File: src/cbts_pkg.sv
`timescale 1ns / 1ps
package cbts_pkg;

  localparam int NUM_CANDIDATES = 18;
  localparam int CAND_W = $clog2(NUM_CANDIDATES);
  localparam int IN_W = 32;
  localparam int DIV_STEPS = IN_W;
  localparam int CNT_W = $clog2(DIV_STEPS);
  // 2 * 25 * (2^32 - 1) fits in 38 bits
  localparam int DVS_W = IN_W + 6;
  localparam int NTQ_W = 5;

  localparam logic [IN_W-1:0] BRP_MAX = 32'd64;
  localparam logic [5:0] SEG_MAX = 6'd8;
  localparam logic [5:0] PS2_MIN = 6'd2;
  localparam logic [7:0] CNF2_BTL = 8'h80;

  typedef struct packed {
    logic load;     // capture the input transaction
    logic start;    // set up the divisor for the current candidate
    logic step;     // one restoring division step
    logic advance;  // move to the next candidate
    logic pub_ok;   // publish the current candidate's timing
    logic pub_err;  // publish a range error
  } cbts_cmd_t;

  typedef struct packed {
    logic zero_in;    // zero frequency or zero bit rate at the input
    logic div_last;   // this division step is the final one
    logic hit;        // current candidate gives an exact, fitting timing
    logic last_cand;  // current candidate is the last one in the order
  } cbts_sts_t;

  typedef struct packed {
    logic ok;
    logic [3:0] ps1;
    logic [3:0] prop;
    logic [3:0] ps2;
  } seg_t;

  // Bit length tried at each position of the search order.
  function automatic logic [NTQ_W-1:0] tq_at(input logic [CAND_W-1:0] idx);
    logic [NTQ_W-1:0] v;
    case (idx)
      5'd0:    v = 5'd16;
      5'd1:    v = 5'd25;
      5'd2:    v = 5'd24;
      5'd3:    v = 5'd23;
      5'd4:    v = 5'd22;
      5'd5:    v = 5'd21;
      5'd6:    v = 5'd20;
      5'd7:    v = 5'd19;
      5'd8:    v = 5'd18;
      5'd9:    v = 5'd17;
      5'd10:   v = 5'd15;
      5'd11:   v = 5'd14;
      5'd12:   v = 5'd13;
      5'd13:   v = 5'd12;
      5'd14:   v = 5'd11;
      5'd15:   v = 5'd10;
      5'd16:   v = 5'd9;
      5'd17:   v = 5'd8;
      default: v = 5'd8;
    endcase
    return v;
  endfunction

  // Split a bit length into phase segments and check that they fit.
  function automatic seg_t seg_fit(input logic [NTQ_W-1:0] ntq);
    logic [5:0] n;
    logic [5:0] p2;
    logic [5:0] rest;
    logic [5:0] pr;
    logic [5:0] p1;
    seg_t s;
    n = {1'b0, ntq};
    p2 = (n + 6'd2) >> 2;
    if (p2 < PS2_MIN) begin
      p2 = PS2_MIN;
    end
    rest = n - 6'd1 - p2;
    pr = rest >> 1;
    if (pr > SEG_MAX) begin
      pr = SEG_MAX;
    end
    p1 = rest - pr;
    s.ok = (n >= p2 + 6'd1) && (p1 >= 6'd1) && (p1 <= SEG_MAX) &&
           (pr >= 6'd1) && (p2 <= SEG_MAX);
    s.ps1 = p1[3:0];
    s.prop = pr[3:0];
    s.ps2 = p2[3:0];
    return s;
  endfunction

endpackage

File: src/can_bit_timing_search_top.sv
`timescale 1ns / 1ps
// Search steps: a zero input goes straight to publishing; otherwise each bit length tried takes a divisor
// set-up, 32 steps of the shared restoring divider and a check, for up to 18 lengths.
// Throughput: one transaction at a time; the next is taken once the result is published.
// The result register holds a finished transaction while the next one is searched.
// Reset (rst, synchronous) returns the controller to idle and drops any pending result.
module can_bit_timing_search_top
  import cbts_pkg::*;
(
  input  logic            clk,
  input  logic            rst,
  input  logic            in_valid,
  output logic            in_ready,
  input  logic [IN_W-1:0] osc_frequency_hz,
  input  logic [IN_W-1:0] bit_rate,
  output logic            out_valid,
  input  logic            out_ready,
  output logic            status,
  output logic [5:0]      cnf1_byte,
  output logic [7:0]      cnf2_byte,
  output logic [2:0]      cnf3_byte
);

  cbts_cmd_t cmd;
  cbts_sts_t sts;

  // Sequence the search
  cbts_ctrl u_ctrl (
    .clk       (clk),
    .rst       (rst),
    .in_valid  (in_valid),
    .in_ready  (in_ready),
    .out_valid (out_valid),
    .out_ready (out_ready),
    .sts       (sts),
    .cmd       (cmd)
  );

  // Divide and check each candidate
  cbts_datapath u_dp (
    .clk              (clk),
    .cmd              (cmd),
    .sts              (sts),
    .osc_frequency_hz (osc_frequency_hz),
    .bit_rate         (bit_rate),
    .status           (status),
    .cnf1_byte        (cnf1_byte),
    .cnf2_byte        (cnf2_byte),
    .cnf3_byte        (cnf3_byte)
  );

endmodule

File: src/cbts_datapath.sv
`timescale 1ns / 1ps
module cbts_datapath
  import cbts_pkg::*;
(
  input  logic            clk,
  input  cbts_cmd_t       cmd,
  output cbts_sts_t       sts,
  input  logic [IN_W-1:0] osc_frequency_hz,
  input  logic [IN_W-1:0] bit_rate,
  output logic            status,
  output logic [5:0]      cnf1_byte,
  output logic [7:0]      cnf2_byte,
  output logic [2:0]      cnf3_byte
);

  logic [IN_W-1:0]   fosc;
  logic [IN_W-1:0]   rate;
  logic [IN_W-1:0]   dvd;
  logic [IN_W-1:0]   quo;
  logic [DVS_W-1:0]  dvs;
  logic [DVS_W-1:0]  rem;
  logic [CAND_W-1:0] idx;
  logic [CNT_W-1:0]  cnt;

  logic [NTQ_W-1:0]  ntq;
  seg_t              seg;
  logic [DVS_W:0]    rem_sh;
  logic [DVS_W:0]    dvs_ext;
  logic              ge;

  // Decode the current candidate
  always_comb begin
    ntq = tq_at(idx);
    seg = seg_fit(ntq);
  end

  // Shift in the next dividend bit and compare against the divisor
  always_comb begin
    rem_sh = {rem, dvd[IN_W-1]};
    dvs_ext = {1'b0, dvs};
    ge = (rem_sh >= dvs_ext);
  end

  // Report status to the controller
  always_comb begin
    sts.zero_in = (osc_frequency_hz == '0) || (bit_rate == '0);
    sts.div_last = (cnt == CNT_W'(DIV_STEPS - 1));
    sts.hit = (rem == '0) && (quo != '0) && (quo <= BRP_MAX) && seg.ok;
    sts.last_cand = (idx == CAND_W'(NUM_CANDIDATES - 1));
  end

  // Hold operands, run the shared divider, advance through candidates
  always_ff @(posedge clk) begin
    if (cmd.load) begin
      fosc <= osc_frequency_hz;
      rate <= bit_rate;
      idx <= '0;
    end
    if (cmd.advance) begin
      idx <= idx + CAND_W'(1);
    end
    if (cmd.start) begin
      dvs <= DVS_W'({ntq, 1'b0}) * DVS_W'(rate);
      rem <= '0;
      quo <= '0;
      dvd <= fosc;
      cnt <= '0;
    end
    if (cmd.step) begin
      rem <= ge ? DVS_W'(rem_sh - dvs_ext) : DVS_W'(rem_sh);
      quo <= {quo[IN_W-2:0], ge};
      dvd <= {dvd[IN_W-2:0], 1'b0};
      cnt <= cnt + CNT_W'(1);
    end
  end

  // Load the result register
  always_ff @(posedge clk) begin
    if (cmd.pub_ok) begin
      status <= 1'b0;
      cnf1_byte <= quo[5:0] - 6'd1;
      cnf2_byte <= CNF2_BTL | {2'b00, 3'(seg.ps1 - 4'd1), 3'(seg.prop - 4'd1)};
      cnf3_byte <= 3'(seg.ps2 - 4'd1);
    end else if (cmd.pub_err) begin
      status <= 1'b1;
      cnf1_byte <= '0;
      cnf2_byte <= '0;
      cnf3_byte <= '0;
    end
  end

endmodule

File: src/cbts_ctrl.sv
`timescale 1ns / 1ps
module cbts_ctrl
  import cbts_pkg::*;
(
  input  logic      clk,
  input  logic      rst,
  input  logic      in_valid,
  output logic      in_ready,
  output logic      out_valid,
  input  logic      out_ready,
  input  cbts_sts_t sts,
  output cbts_cmd_t cmd
);

  typedef enum logic [4:0] {
    S_IDLE    = 5'b00001,
    S_START   = 5'b00010,
    S_DIV     = 5'b00100,
    S_CHECK   = 5'b01000,
    S_PUBLISH = 5'b10000
  } state_t;

  state_t state;
  state_t state_next;
  logic   found;
  logic   found_next;
  logic   out_free;

  assign in_ready = (state == S_IDLE);
  assign out_free = !out_valid || out_ready;

  // Sequence the search
  always_comb begin
    state_next = state;
    found_next = found;
    cmd = '0;
    case (state)
      S_IDLE: begin
        if (in_valid) begin
          cmd.load = 1'b1;
          found_next = 1'b0;
          state_next = sts.zero_in ? S_PUBLISH : S_START;
        end
      end
      S_START: begin
        cmd.start = 1'b1;
        state_next = S_DIV;
      end
      S_DIV: begin
        cmd.step = 1'b1;
        if (sts.div_last) begin
          state_next = S_CHECK;
        end
      end
      S_CHECK: begin
        if (sts.hit) begin
          found_next = 1'b1;
          state_next = S_PUBLISH;
        end else if (sts.last_cand) begin
          state_next = S_PUBLISH;
        end else begin
          cmd.advance = 1'b1;
          state_next = S_START;
        end
      end
      S_PUBLISH: begin
        if (out_free) begin
          cmd.pub_ok = found;
          cmd.pub_err = !found;
          state_next = S_IDLE;
        end
      end
      default: begin
        state_next = S_IDLE;
      end
    endcase
  end

  // Advance state and track the result register
  always_ff @(posedge clk) begin
    if (rst) begin
      state <= S_IDLE;
      found <= 1'b0;
      out_valid <= 1'b0;
    end else begin
      state <= state_next;
      found <= found_next;
      if (cmd.pub_ok || cmd.pub_err) begin
        out_valid <= 1'b1;
      end else if (out_ready) begin
        out_valid <= 1'b0;
      end
    end
  end

endmodule

File: config.mk
export PLATFORM = sky130hd
export DESIGN_NAME = can_bit_timing_search_top
export DESIGN_NICKNAME = d
export VERILOG_FILES = /design/src/cbts_pkg.sv /design/src/can_bit_timing_search_top.sv /design/src/cbts_datapath.sv /design/src/cbts_ctrl.sv
export SDC_FILE = /design/constraint.sdc
export NUM_CORES = 1
export LEC_CHECK = 0
export BUFFER_PORTS_ARGS = -buffer_cell sky130_fd_sc_hd__buf_2
export CAP_MARGIN = 10
export CORE_ASPECT_RATIO = 1.75
export CORE_MARGIN = 10
export CORE_UTILIZATION = 30
export CTS_CLUSTER_DIAMETER = 50
export DETAILED_ROUTE_END_ITERATION = 12
export GPL_ROUTABILITY_DRIVEN = 0
export PLACE_DENSITY = 0.46
export SYNTH_ARGS = -nofsm -noshare
export SYNTH_HDL_FRONTEND = slang
export SYNTH_SLANG_ARGS = --single-unit
File: constraint.sdc
create_clock -name clk -period 10.2 [get_ports clk]
set_clock_uncertainty 0.05 [all_clocks]
set_input_delay 0 -clock clk [delete_from_list [all_inputs] [get_ports clk]]
set_output_delay 0 -clock clk [all_outputs]
set_load 0.05 [all_outputs]
== After elaboration in Yosys (flattened, before gate mapping) ==
Memory sizes are Yosys's and may differ from the RTL's. A register that Yosys moved wholly into a read port is not among the register bits.
Cells that the tools add are included.
Operators by class
  add/subtract/negate cells: 12
  $mul: 1
  divide/modulo/power cells: 0
  $lt $le $gt $ge: 9
  eq/ne operators: 11
  shift operators: 0
  mux-type cells: 41
  bitwise logic cells: 0
  reduce and logical (&&, ||, !) cells: 23
Operator list (count)
  $mux W32: 4
  $mux W38: 3
  $logic_not A32 Y1: 2
  $mux W5: 12
  $ge A39 B38 Y1: 1
  $logic_not A38 Y1: 1
  $sub A38 B38 Y38: 1
  $mul A5 B32 Y37: 1
  $le A32 B7 Y1 const B: 1
  $reduce_bool A32 Y1: 1
  $pmux W5 S5: 1
  $mux W6: 4
  $eq A5 B5 Y1 const B: 3
  $mux W1: 11
  $add A5 B1 Y5 const B: 2
  $reduce_bool A2 Y1: 5
  $sub A3 B1 Y3 const B: 3
  $logic_and A1 B1 Y1: 7
  $add A5 B2 Y6 const B: 1
  $ge A5 B6 Y1: 1
  $ge A6 B1 Y1 const B: 1
  $le A6 B4 Y1 const B: 1
  $mux W3: 2
  $ne A2 B2 Y1 const B: 3
  20 further kinds: 25
Word-level totals
  flip-flop bits (word level): 237
  bits in latches: 0
  memory bits (writable): 0
  ROM bits: 160
  input port bits: 68
  output and inout bits: 20
  memories kept: 1
Memories
  (no name shown): depth 32, bits a word 5, read ports 1, clocked after Yosys merged registers in 1, write ports 0, RTL line cbts_pkg.sv:44  | case (idx)

== Depth between registers and ports, before layout ==
Gate-level depths: netlist (run 1).
  depth after elaboration: 17
  gate-level depth with buffers: 30

== Hierarchy ==
Synthesis (run 1) repeated with hierarchy kept, for this count alone.
Second synthesis, totals
  cells, all modules: 1589
  area, all modules: 16852.4 um^2
Modules (own cells, without submodules)
  cbts_datapath: times used 1, cells an instance 1533, area an instance 16404.5 um^2
  cbts_ctrl: times used 1, cells an instance 56, area an instance 447.9 um^2

== Least setup slack after synthesis (run 1) ==
Ideal clock, no wire load.
  kind: register -> register
  from: reg u_dp.ntq[3] (netlist name)
  to: reg u_dp.ntq[1] (netlist name)
  library setup time: 0.086 ns
  arrival time: 5.809 ns
  required time: 10.064 ns
  slack: 4.255 ns
  cell stages (with the launch flop): 29
  path buffers: 2
  period minus slack after synthesis: 5.945 ns
  path through: dfxtp_1 -> clkbuf_1 -> nand3_1 -> xnor2_1 -> o21a_1 -> inv_1 -> ha_1 -> fa_1 -> a21o_1 -> a21oi_1 -> xor2_1 -> nor2_1 -> nand2_1 -> inv_1 -> ha_1 -> fa_1 -> nor2b_1 -> o21ai_0 -> a32oi_1 -> nor4b_1 -> o2111a_2 -> or3_4 -> buf_2 -> and3_1 -> nor2_1 -> ha_1 -> a21oi_1 -> a21oi_1 -> a211oi_1
On the way
  longest elaborated chain between the ends: 17
RTL lines
  $add A5 B2 Y6: RTL line cbts_pkg.sv:77  | p2 = (n + 6'd2) >> 2;
  $lt A4 B2 Y1: RTL line cbts_pkg.sv:78  | if (p2 < PS2_MIN) begin
  $mux W4: RTL line cbts_pkg.sv:78
  $sub A6 B4 Y6: RTL line cbts_pkg.sv:81  | rest = n - 6'd1 - p2;
  $gt A5 B4 Y1: RTL line cbts_pkg.sv:83  | if (pr > SEG_MAX) begin
  $mux W5: RTL line cbts_pkg.sv:83
  $sub A6 B5 Y6: RTL line cbts_pkg.sv:86  | p1 = rest - pr;
  $ge A6 B1 Y1: RTL line cbts_pkg.sv:87  | s.ok = (n >= p2 + 6'd1) && (p1 >= 6'd1) && (p1 <= SEG_MAX) &&
  $logic_and A1 B1 Y1 (3 in a row): RTL line cbts_pkg.sv:87
  $logic_and A1 B1 Y1 (*): RTL line cbts_pkg.sv:88  | (pr >= 6'd1) && (p2 <= SEG_MAX);
  $logic_and A1 B1 Y1 (*): RTL line cbts_datapath.sv:48  | sts.hit = (rem == '0) && (quo != '0) && (quo <= BRP_MAX) && seg.ok;
  $mux W1 (*): RTL line cbts_ctrl.sv:56  | if (sts.hit) begin
  $mux W1 (*): RTL line cbts_ctrl.sv:37  | case (state)
  $mux W5 / $reduce_bool A2 Y1 (equally long branches)
  $mux W5 (no source line) (*)
Mark *: on every way between the ends. The rest lies on a longest branch, timed or not.
A chain may end at the register's enable or synchronous reset.

== Final worst setup path (run 1) ==
  from: reg u_dp.ntq[3] (netlist name)
  to: reg u_dp.ntq[1] (netlist name)
On the way
  longest elaborated chain between the ends: 17
RTL lines (RTL line)
  $add A5 B2 Y6: cbts_pkg.sv:77
  $lt A4 B2 Y1: cbts_pkg.sv:78
  $mux W4: cbts_pkg.sv:78
  $sub A6 B4 Y6: cbts_pkg.sv:81
  $gt A5 B4 Y1: cbts_pkg.sv:83
  $mux W5: cbts_pkg.sv:83
  $sub A6 B5 Y6: cbts_pkg.sv:86
  $ge A6 B1 Y1: cbts_pkg.sv:87
  $logic_and A1 B1 Y1 (3 in a row): cbts_pkg.sv:87
  $logic_and A1 B1 Y1 (*): cbts_pkg.sv:88
  $logic_and A1 B1 Y1 (*): cbts_datapath.sv:48
  $mux W1 (*): cbts_ctrl.sv:56
  $mux W1 (*): cbts_ctrl.sv:37
  $mux W5 / $reduce_bool A2 Y1 (equally long branches)
  $mux W5 (no source line) (*)
Marked as above.

==> impl_metrics.py, run 1 <==
metrics = {
    "detailed_routing": {
        "routed_wl_mm": 41.41,
        "drt.antenna.violating_nets": 0,
        "wl_per_cell_um": 16.71,
        "via_count": 12250,
        "drc": 0,
        "vias_per_cell": 4.942,
        "dr.pass1.iters": 5,
        "drt_iter0_drc": 450,
    },
    "setup_path": {
        "worstPathRequired_ns": 10.63,
        "worstSetupPathType": "reg -> reg",
        "crit_arrival_ns": 7.03,
        "cp-start-kind": "flip-flop",
        "crit_path_max_fanout": 42,
        "end_kind": "flip-flop",
    },
    "final_layout": {
        "drive_gt1_frac": 0.09122,
        "final_common_cell": "edfxtp_1",
        "n_fill_cell": 5592,
        "seq_area_sq_mm": 0.007117,
        "n_antenna_cell": 0,
        "area.growth.synth_to_final_pct": 16.16,
        "fin_nets": 2035,
        "multi_input_area_sq_mm": 0.009032,
        "final_core_util": 0.3502,
        "final_cell_mix": "227 x edfxtp_1, 186 x nand2_1, 146 x inv_1, 116 x ha_1, 103 x and2_1",
    },
    "grt": {
        "top_usage_layer": "met2",
        "grtUsageTotal": 0.1251,
        "grt_pass1_wl_mm": 67.50,
        "use_met2": 0.2316,
        "met1_usage": 0.1441,
        "antenna_found_initial": 0,
        "overflow": 0,
        "grt_max_degree": 71,
        "met3_usage": 0.01469,
        "first_global_vias": 12740,
    },
    "sta": {
        "worst_pin_slew_ns": 1.051,
        "finalSetupViolCount": 0,
        "finalSetupTns_ns": 0,
        "fmax_ghz": 0.1516,
        "period_minus_slack_ns": 6.596,
        "rsz0062_at_grt": "no",
        "hold_viol": 0,
        "slew_violations": 0,
        "slew_headroom": 0.2982,
        "period_share": 0.6466,
    },
    "clock_tree": {
        "cts_root_buf": "clkbuf_16",
        "cts_sinks": 242,
        "htree_num_levels": 1,
        "cts_tree": "done",
        "numCtsBuffers": 26,
        "clkTransAtPathRegs_ns": 0.06,
        "cts_max_path_buffers": 3,
        "worstSkewPairLatency_ns": 0.57,
    },
    "yosys": {
        "yosys.area.top_type": "edfxtp_1",
        "synth_warnings": 0,
        "yosysSeqAreaShare": 0.4217,
        "yosys.area.top_type_share": 0.4039,
        "synthFlopType": "edfxtp_1",
        "async_flop_share": 0,
        "syn_avg_cell_area_sq_um": 10.48,
        "syn_area_sq_mm": 0.01688,
        "synthTopCellsByArea": "edfxtp_1 40%, fa_1 11%, ha_1 8.6%",
        "syn-num-nets": 1888,
        "netlist_instances": 1611,
        "synth_edf_count": 227,
        "yosys.cell_types.count": 81,
        "yosys_register_bits": 242,
    },
    "flow_run": {
        "drv_cap": 0,
    },
    "die": {
        "initial_core_util": 0.3015,
        "io_pins": 88,
        "die-area_sq_mm": 0.06652,
        "rows": 115,
        "chipWidth_um": 199.3,
        "design.core.area_sq_mm": 0.05597,
        "die_h_um": 333.8,
    },
    "power_and_ir_drop": {
        "power_density_mw_per_mm2": 367.5,
        "leakagePower_nw": 8.118,
        "ir_worst_vdd_mv": 0.2838,
    },
    "place": {
        "dp_hpwl_mm": 31.43,
        "portBuffers": 86,
    },
    "status": {
        "status": "complete, no violations",
    },
    "worst_hold_path": {
        "hp-class": "in -> reg",
    },
}
[worst paths after layout]
kind                                       start                             end  slack (ns)  cells after the start
setup / recovery          u_dp.ntq[3]$_SDFF_PP1_          u_dp.ntq[1]$_SDFF_PP0_        3.60                     27
hold / removal                       bit_rate[9]          u_dp.rate[9]$_DFFE_PP_        0.11                      2
setup reg to reg          u_dp.ntq[3]$_SDFF_PP1_          u_dp.ntq[1]$_SDFF_PP0_        3.60                     27
hold reg to reg   u_dp.cnf2_byte[7]$_SDFFE_PP1P_  u_dp.cnf2_byte[7]$_SDFFE_PP1P_        0.39                      2
[state kept, by name, summed over array words and instances (netlist names), 3 cells and up]
signal and count:
u_dp.quo 32, u_dp.idx 5, u_dp.ntq 5, u_dp.cnf1_byte 6
u_ctrl.state 5, u_dp.cnf2_byte 7, u_dp.fosc 32, u_dp.dvs 37
u_dp.cnf3_byte 3, u_dp.cnt 5, u_dp.rem 38, u_dp.dvd 32
u_dp.rate 32
[cell type report]
type                       count  share of cell area
clock buffer                  30             0.03504
clock inverter                16            0.006128
inverter                     149             0.02853
multi-input combinational   1172              0.4608
sequential                   242              0.3631
tap                          702             0.04481
timing repair buffer         167             0.06166
[metal layers]
layer,wire length (um),part of all wire
met3,1328,0.032
met5,0,0
met1,17060,0.41
met2,21990,0.53
met4,1034,0.025
[kinds of logic after synthesis]
kind of cell | synth area share
and+or+nand+nor | 0.1666
adders and majority gates | 0.1963
other | 0.0004450
muxes | 0.004819
xor gates and xnor gates | 0.03737
buffers and inverters | 0.04456
AOI/OAI and AO/OA | 0.1282
DFF | 0.4217
[stage by stage]
| stage | total power [mW] | std cells | area, sq um | hold slack, ns | setup slack, ns |
|---|---|---|---|---|---|
| finish | 7.205 | 2478 | 19600 | 0.1075 | 3.604 |
| floorplan | 5.274 | 1611 | 16880 | 0.01907 | 4.255 |
| global route | 7.998 | 2478 | 19600 | 0.1003 | 2.895 |
| global placement | 6.257 | 2364 | 18110 | 0.1424 | 3.814 |
| CTS | 7.299 | 2478 | 19600 | 0.06977 | 3.569 |
| detailed placement | 6.307 | 2364 | 18110 | 0.1447 | 3.610 |
[worst max-delay path, stage by stage (launching register included)]
cell and delay, ns:
dfxtp_1 0.31, buf_4 0.39, nand3_1 0.16, xnor2_1 0.51
o21a_1 0.27, inv_1 0.10, ha_1 0.22, fa_1 0.41
a21o_1 0.17, a21oi_1 0.17, xor2_1 0.28, nor2_1 0.14
nand2_1 0.11, inv_1 0.08, ha_1 0.23, fa_1 0.40
nor2b_1 0.20, o21ai_0 0.14, a32oi_1 0.18, nor4b_1 0.07
o2111a_2 0.31, or3_4 0.42, and3_1 0.22, nor2_1 0.24
ha_1 0.32, a21oi_1 0.13, a21oi_1 0.05, a211oi_1 0.21
[where the power goes]
| group | leakage, nW | switching [mW] | internal [mW] |
|---|---|---|---|
| clock network | 0.398 | 0.409 | 0.510 |
| logic | 5.52 | 2.72 | 1.98 |
| registers | 2.20 | 0.113 | 1.48 |
[cells in the mapped netlist, types with 4 or more instances]
| master | number |
|---|---|
| fa_1 | 93 |
| o21bai_1 | 9 |
| o31ai_1 | 5 |
| o211ai_1 | 4 |
| nand3_1 | 42 |
| a21oi_1 | 93 |
| xnor2_1 | 47 |
| a21boi_0 | 4 |
| nand2b_1 | 12 |
| a21o_1 | 41 |
| a31oi_1 | 8 |
| mux2i_1 | 4 |
| nand3b_1 | 6 |
| buf_2 | 7 |
| nand4_1 | 18 |
| and2_1 | 103 |
| ha_1 | 116 |
| nor3_1 | 20 |
| xor2_1 | 25 |
| nand2_1 | 187 |
| o21ai_1 | 4 |
| or3_1 | 5 |
| nor2b_1 | 9 |
| o21a_1 | 9 |
| o2111ai_1 | 4 |
| nor3b_1 | 4 |
| inv_1 | 147 |
| nor4_1 | 38 |
| edfxtp_1 | 227 |
| a211oi_1 | 18 |
| clkbuf_1 | 39 |
| o21ai_0 | 46 |
| o311ai_0 | 5 |
| and3_1 | 14 |
| a22o_1 | 32 |
| dfxtp_1 | 15 |
| nor2_1 | 84 |
[timing repair]
item / in CTS / in global routing
gates resized for setup: 0 / 0
hold buffers: 68 / 0
hold endpoints to repair: 73 / 0
setup buffers: 0 / 0
Note: power is estimated with default switching activity, not from simulation.
==> run 2: changes to the inputs <==
--- a/config.mk
+++ b/config.mk
@@ -13,7 +13,7 @@
 export CTS_CLUSTER_DIAMETER = 50
 export DETAILED_ROUTE_END_ITERATION = 12
 export GPL_ROUTABILITY_DRIVEN = 0
-export PLACE_DENSITY = 0.46
+export PLACE_DENSITY = 0.48
 export SYNTH_ARGS = -nofsm -noshare
 export SYNTH_HDL_FRONTEND = slang
 export SYNTH_SLANG_ARGS = --single-unit
==> constraint.sdc (replaced) <==
create_clock -name clk -period 5.6 [get_ports clk]
set_clock_uncertainty 0.05 [all_clocks]
set_input_delay 0 -clock clk [delete_from_list [all_inputs] [get_ports clk]]
set_output_delay 0 -clock clk [all_outputs]
set_load 0.05 [all_outputs]
==> impl_metrics.py, run 2 (same netlist as run 1, synthesis figures left out) <==
metrics = {
    "clock_tree": {
        "htree_num_levels": 1,
        "cts_sinks": 242,
        "worstSkewPairLatency_ns": 0.58,
        "cts_root_buf": "clkbuf_16",
        "cts_tree": "done",
        "clkTransAtPathRegs_ns": 0.06,
        "numCtsBuffers": 27,
        "cts_max_path_buffers": 3,
    },
    "setup_path": {
        "worstPathRequired_ns": 6.02,
        "worstSetupPathType": "reg -> reg",
        "timing.rr.start": "u_dp.ntq[2]$_SDFF_PP0_",
        "worstSetupStartpoint": "u_dp.ntq[2]$_SDFF_PP0_",
        "crit_path_max_fanout": 6,
        "end_kind": "flip-flop",
        "ff2ff_setup_slack_ns": 0.33,
        "reg2reg_depth": 26,
        "crit_arrival_ns": 5.69,
        "cp-start-kind": "flip-flop",
        "reg2reg_to": "u_dp.ntq[1]$_SDFF_PP0_",
    },
    "die": {
        "design.core.area_sq_mm": 0.05597,
        "die_h_um": 333.8,
        "chipWidth_um": 199.3,
        "io_pins": 88,
        "die-area_sq_mm": 0.06652,
        "initial_core_util": 0.3015,
        "rows": 115,
    },
    "power_and_ir_drop": {
        "ir_worst_vdd_mv": 0.3358,
        "combPwrFrac": 0.653,
        "power_density_mw_per_mm2": 672.1,
        "p_total_mw": 13.39,
        "leakagePower_nw": 8.257,
        "p_sw_frac": 0.4404,
        "clockPowerShare": 0.132,
        "p_sw_mw": 5.897,
        "p_int_mw": 7.493,
        "p_seq_frac": 0.216,
    },
    "detailed_routing": {
        "via_count": 12350,
        "drc": 0,
        "dr.pass1.iters": 4,
        "drt_iter0_drc": 455,
        "wl_per_cell_um": 16.21,
        "drt.antenna.violating_nets": 0,
        "vias_per_cell": 4.929,
        "routed_wl_mm": 40.61,
    },
    "final_layout": {
        "n_antenna_cell": 0,
        "drive_gt1_frac": 0.1170,
        "area.growth.synth_to_final_pct": 18.05,
        "final_core_util": 0.3559,
        "final_common_cell": "edfxtp_1",
        "fin_nets": 2061,
        "final_cell_mix": "227 x edfxtp_1, 186 x nand2_1, 146 x inv_1, 111 x ha_1, 103 x and2_1",
        "largest_reg_flops": 38,
        "top_regs": "u_dp.rem (38), u_dp.dvs (37)",
        "n_fill_cell": 5535,
        "top_register": "u_dp.rem",
    },
    "grt": {
        "grt_max_degree": 71,
        "overflow": 0,
        "grtUsageTotal": 0.1228,
        "first_global_vias": 13170,
        "grt_pass1_wl_mm": 66.85,
        "antenna_found_initial": 0,
    },
    "sta": {
        "finalSetupViolCount": 0,
        "fin_ws_ns": 0.3330,
        "slew_headroom": 0.4212,
        "worst_pin_slew_ns": 0.8681,
        "slew_violations": 0,
        "fmax_ghz": 0.1899,
        "hold_viol": 0,
        "fin_hold_ws_ns": 0.09478,
        "period_minus_slack_ns": 5.267,
        "period_share": 0.9405,
    },
    "status": {
        "status": "complete, no violations",
    },
    "worst_hold_path": {
        "min-delay-start": "osc_frequency_hz[10]",
        "whs_endpoint": "u_dp.fosc[10]$_DFFE_PP_",
        "hold_depth": 2,
        "hp-class": "in -> reg",
    },
    "place": {
        "portBuffers": 86,
        "dp_hpwl_mm": 30.54,
        "dp_slack_ns": -0.1028,
    },
    "flow_run": {
        "drv_cap": 0,
    },
}
[run 2: cell type report]
type / count / area [sq um] / share of cell area
inverter: 149 / 559.3 / 0.02807
timing repair buffer: 192 / 1396 / 0.07009
sequential: 242 / 7121 / 0.3574
clock buffer: 30 / 686.9 / 0.03448
clock inverter: 18 / 172.7 / 0.008667
tap: 702 / 878.3 / 0.04409
multi-input combinational: 1172 / 9107 / 0.4572
[run 2: routing by layer]
| layer | vias to the layer above | global-route usage | routed length (um) | part of all wire |
|---|---|---|---|---|
| met1 | 6032 | 0.1324 | 16120 | 0.40 |
| met2 | 189 | 0.2303 | 21710 | 0.53 |
| li1 | 6057 | - | - | - |
| met3 | 68 | 0.01519 | 1133 | 0.028 |
| met5 | - | 0 | 0 | 0 |
| met4 | 0 | 0.05636 | 1644 | 0.040 |
[run 2: what timing repair did]
item                                    CTS  global route
hold buffers                             68             0
resized for setup                         3            16
setup buffers                             5             4
gates cloned                              0             0
endpoints found under the setup margin    3             8
pin swaps                                 0             6
hold endpoints to repair                 73             0
[run 2: through the flow]
stage / TNS, ns / instances / cell area, sq um
2_1_floorplan: 0 / 1611 / 16900
5_1_grt: -0.03941 / 2505 / 19920
3_3_place_gp: 0 / 2380 / 18240
6_report: 0 / 2505 / 19920
3_5_place_dp: -0.1127 / 2380 / 18240
4_1_cts: 0 / 2501 / 19830
[run 2: how the worst max path moves through the flow]
stage                             endpoint  slack, ns  cells after the start
finish              u_dp.ntq[1]$_SDFF_PP0_       0.33                     26
global route        u_dp.ntq[1]$_SDFF_PP0_      -0.02                     26
CTS                 u_dp.ntq[1]$_SDFF_PP0_       0.02                     27
detailed placement  u_dp.ntq[1]$_SDFF_PP0_      -0.10                     28
global placement    u_dp.ntq[1]$_SDFF_PP0_       0.11                     28
floorplan           u_dp.ntq[1]$_SDFF_PP0_       0.02                     28
[run 2: power by group through the flow]
stage | clock (mW) | sequential (mW) | combinational (mW)
after floorplan | 0 | 2.87 | 6.75
after global placement | 0 | 2.92 | 8.49
after detailed placement | 0 | 2.93 | 8.59
after CTS | 1.83 | 2.89 | 8.76
after global routing | 1.88 | 2.92 | 10.0
final | 1.76 | 2.89 | 8.74
[run 2: critical path: stages (launching register included)]
cell	delay, ns
dfxtp_2	0.35
nand3_1	0.14
xnor2_2	0.22
buf_4	0.17
nor2_1	0.04
o21a_1	0.21
inv_1	0.13
ha_1	0.25
nand3_1	0.07
nand2_1	0.12
nor3_1	0.37
nor2_2	0.12
nand2_1	0.10
inv_1	0.08
ha_2	0.20
fa_2	0.35
nor2b_2	0.16
o21ai_1	0.10
a32oi_1	0.19
nor4b_1	0.08
o2111a_2	0.28
or3_4	0.37
mux2_4	0.37
ha_4	0.27
a21oi_2	0.10
a21oi_1	0.05
a211oi_1	0.23
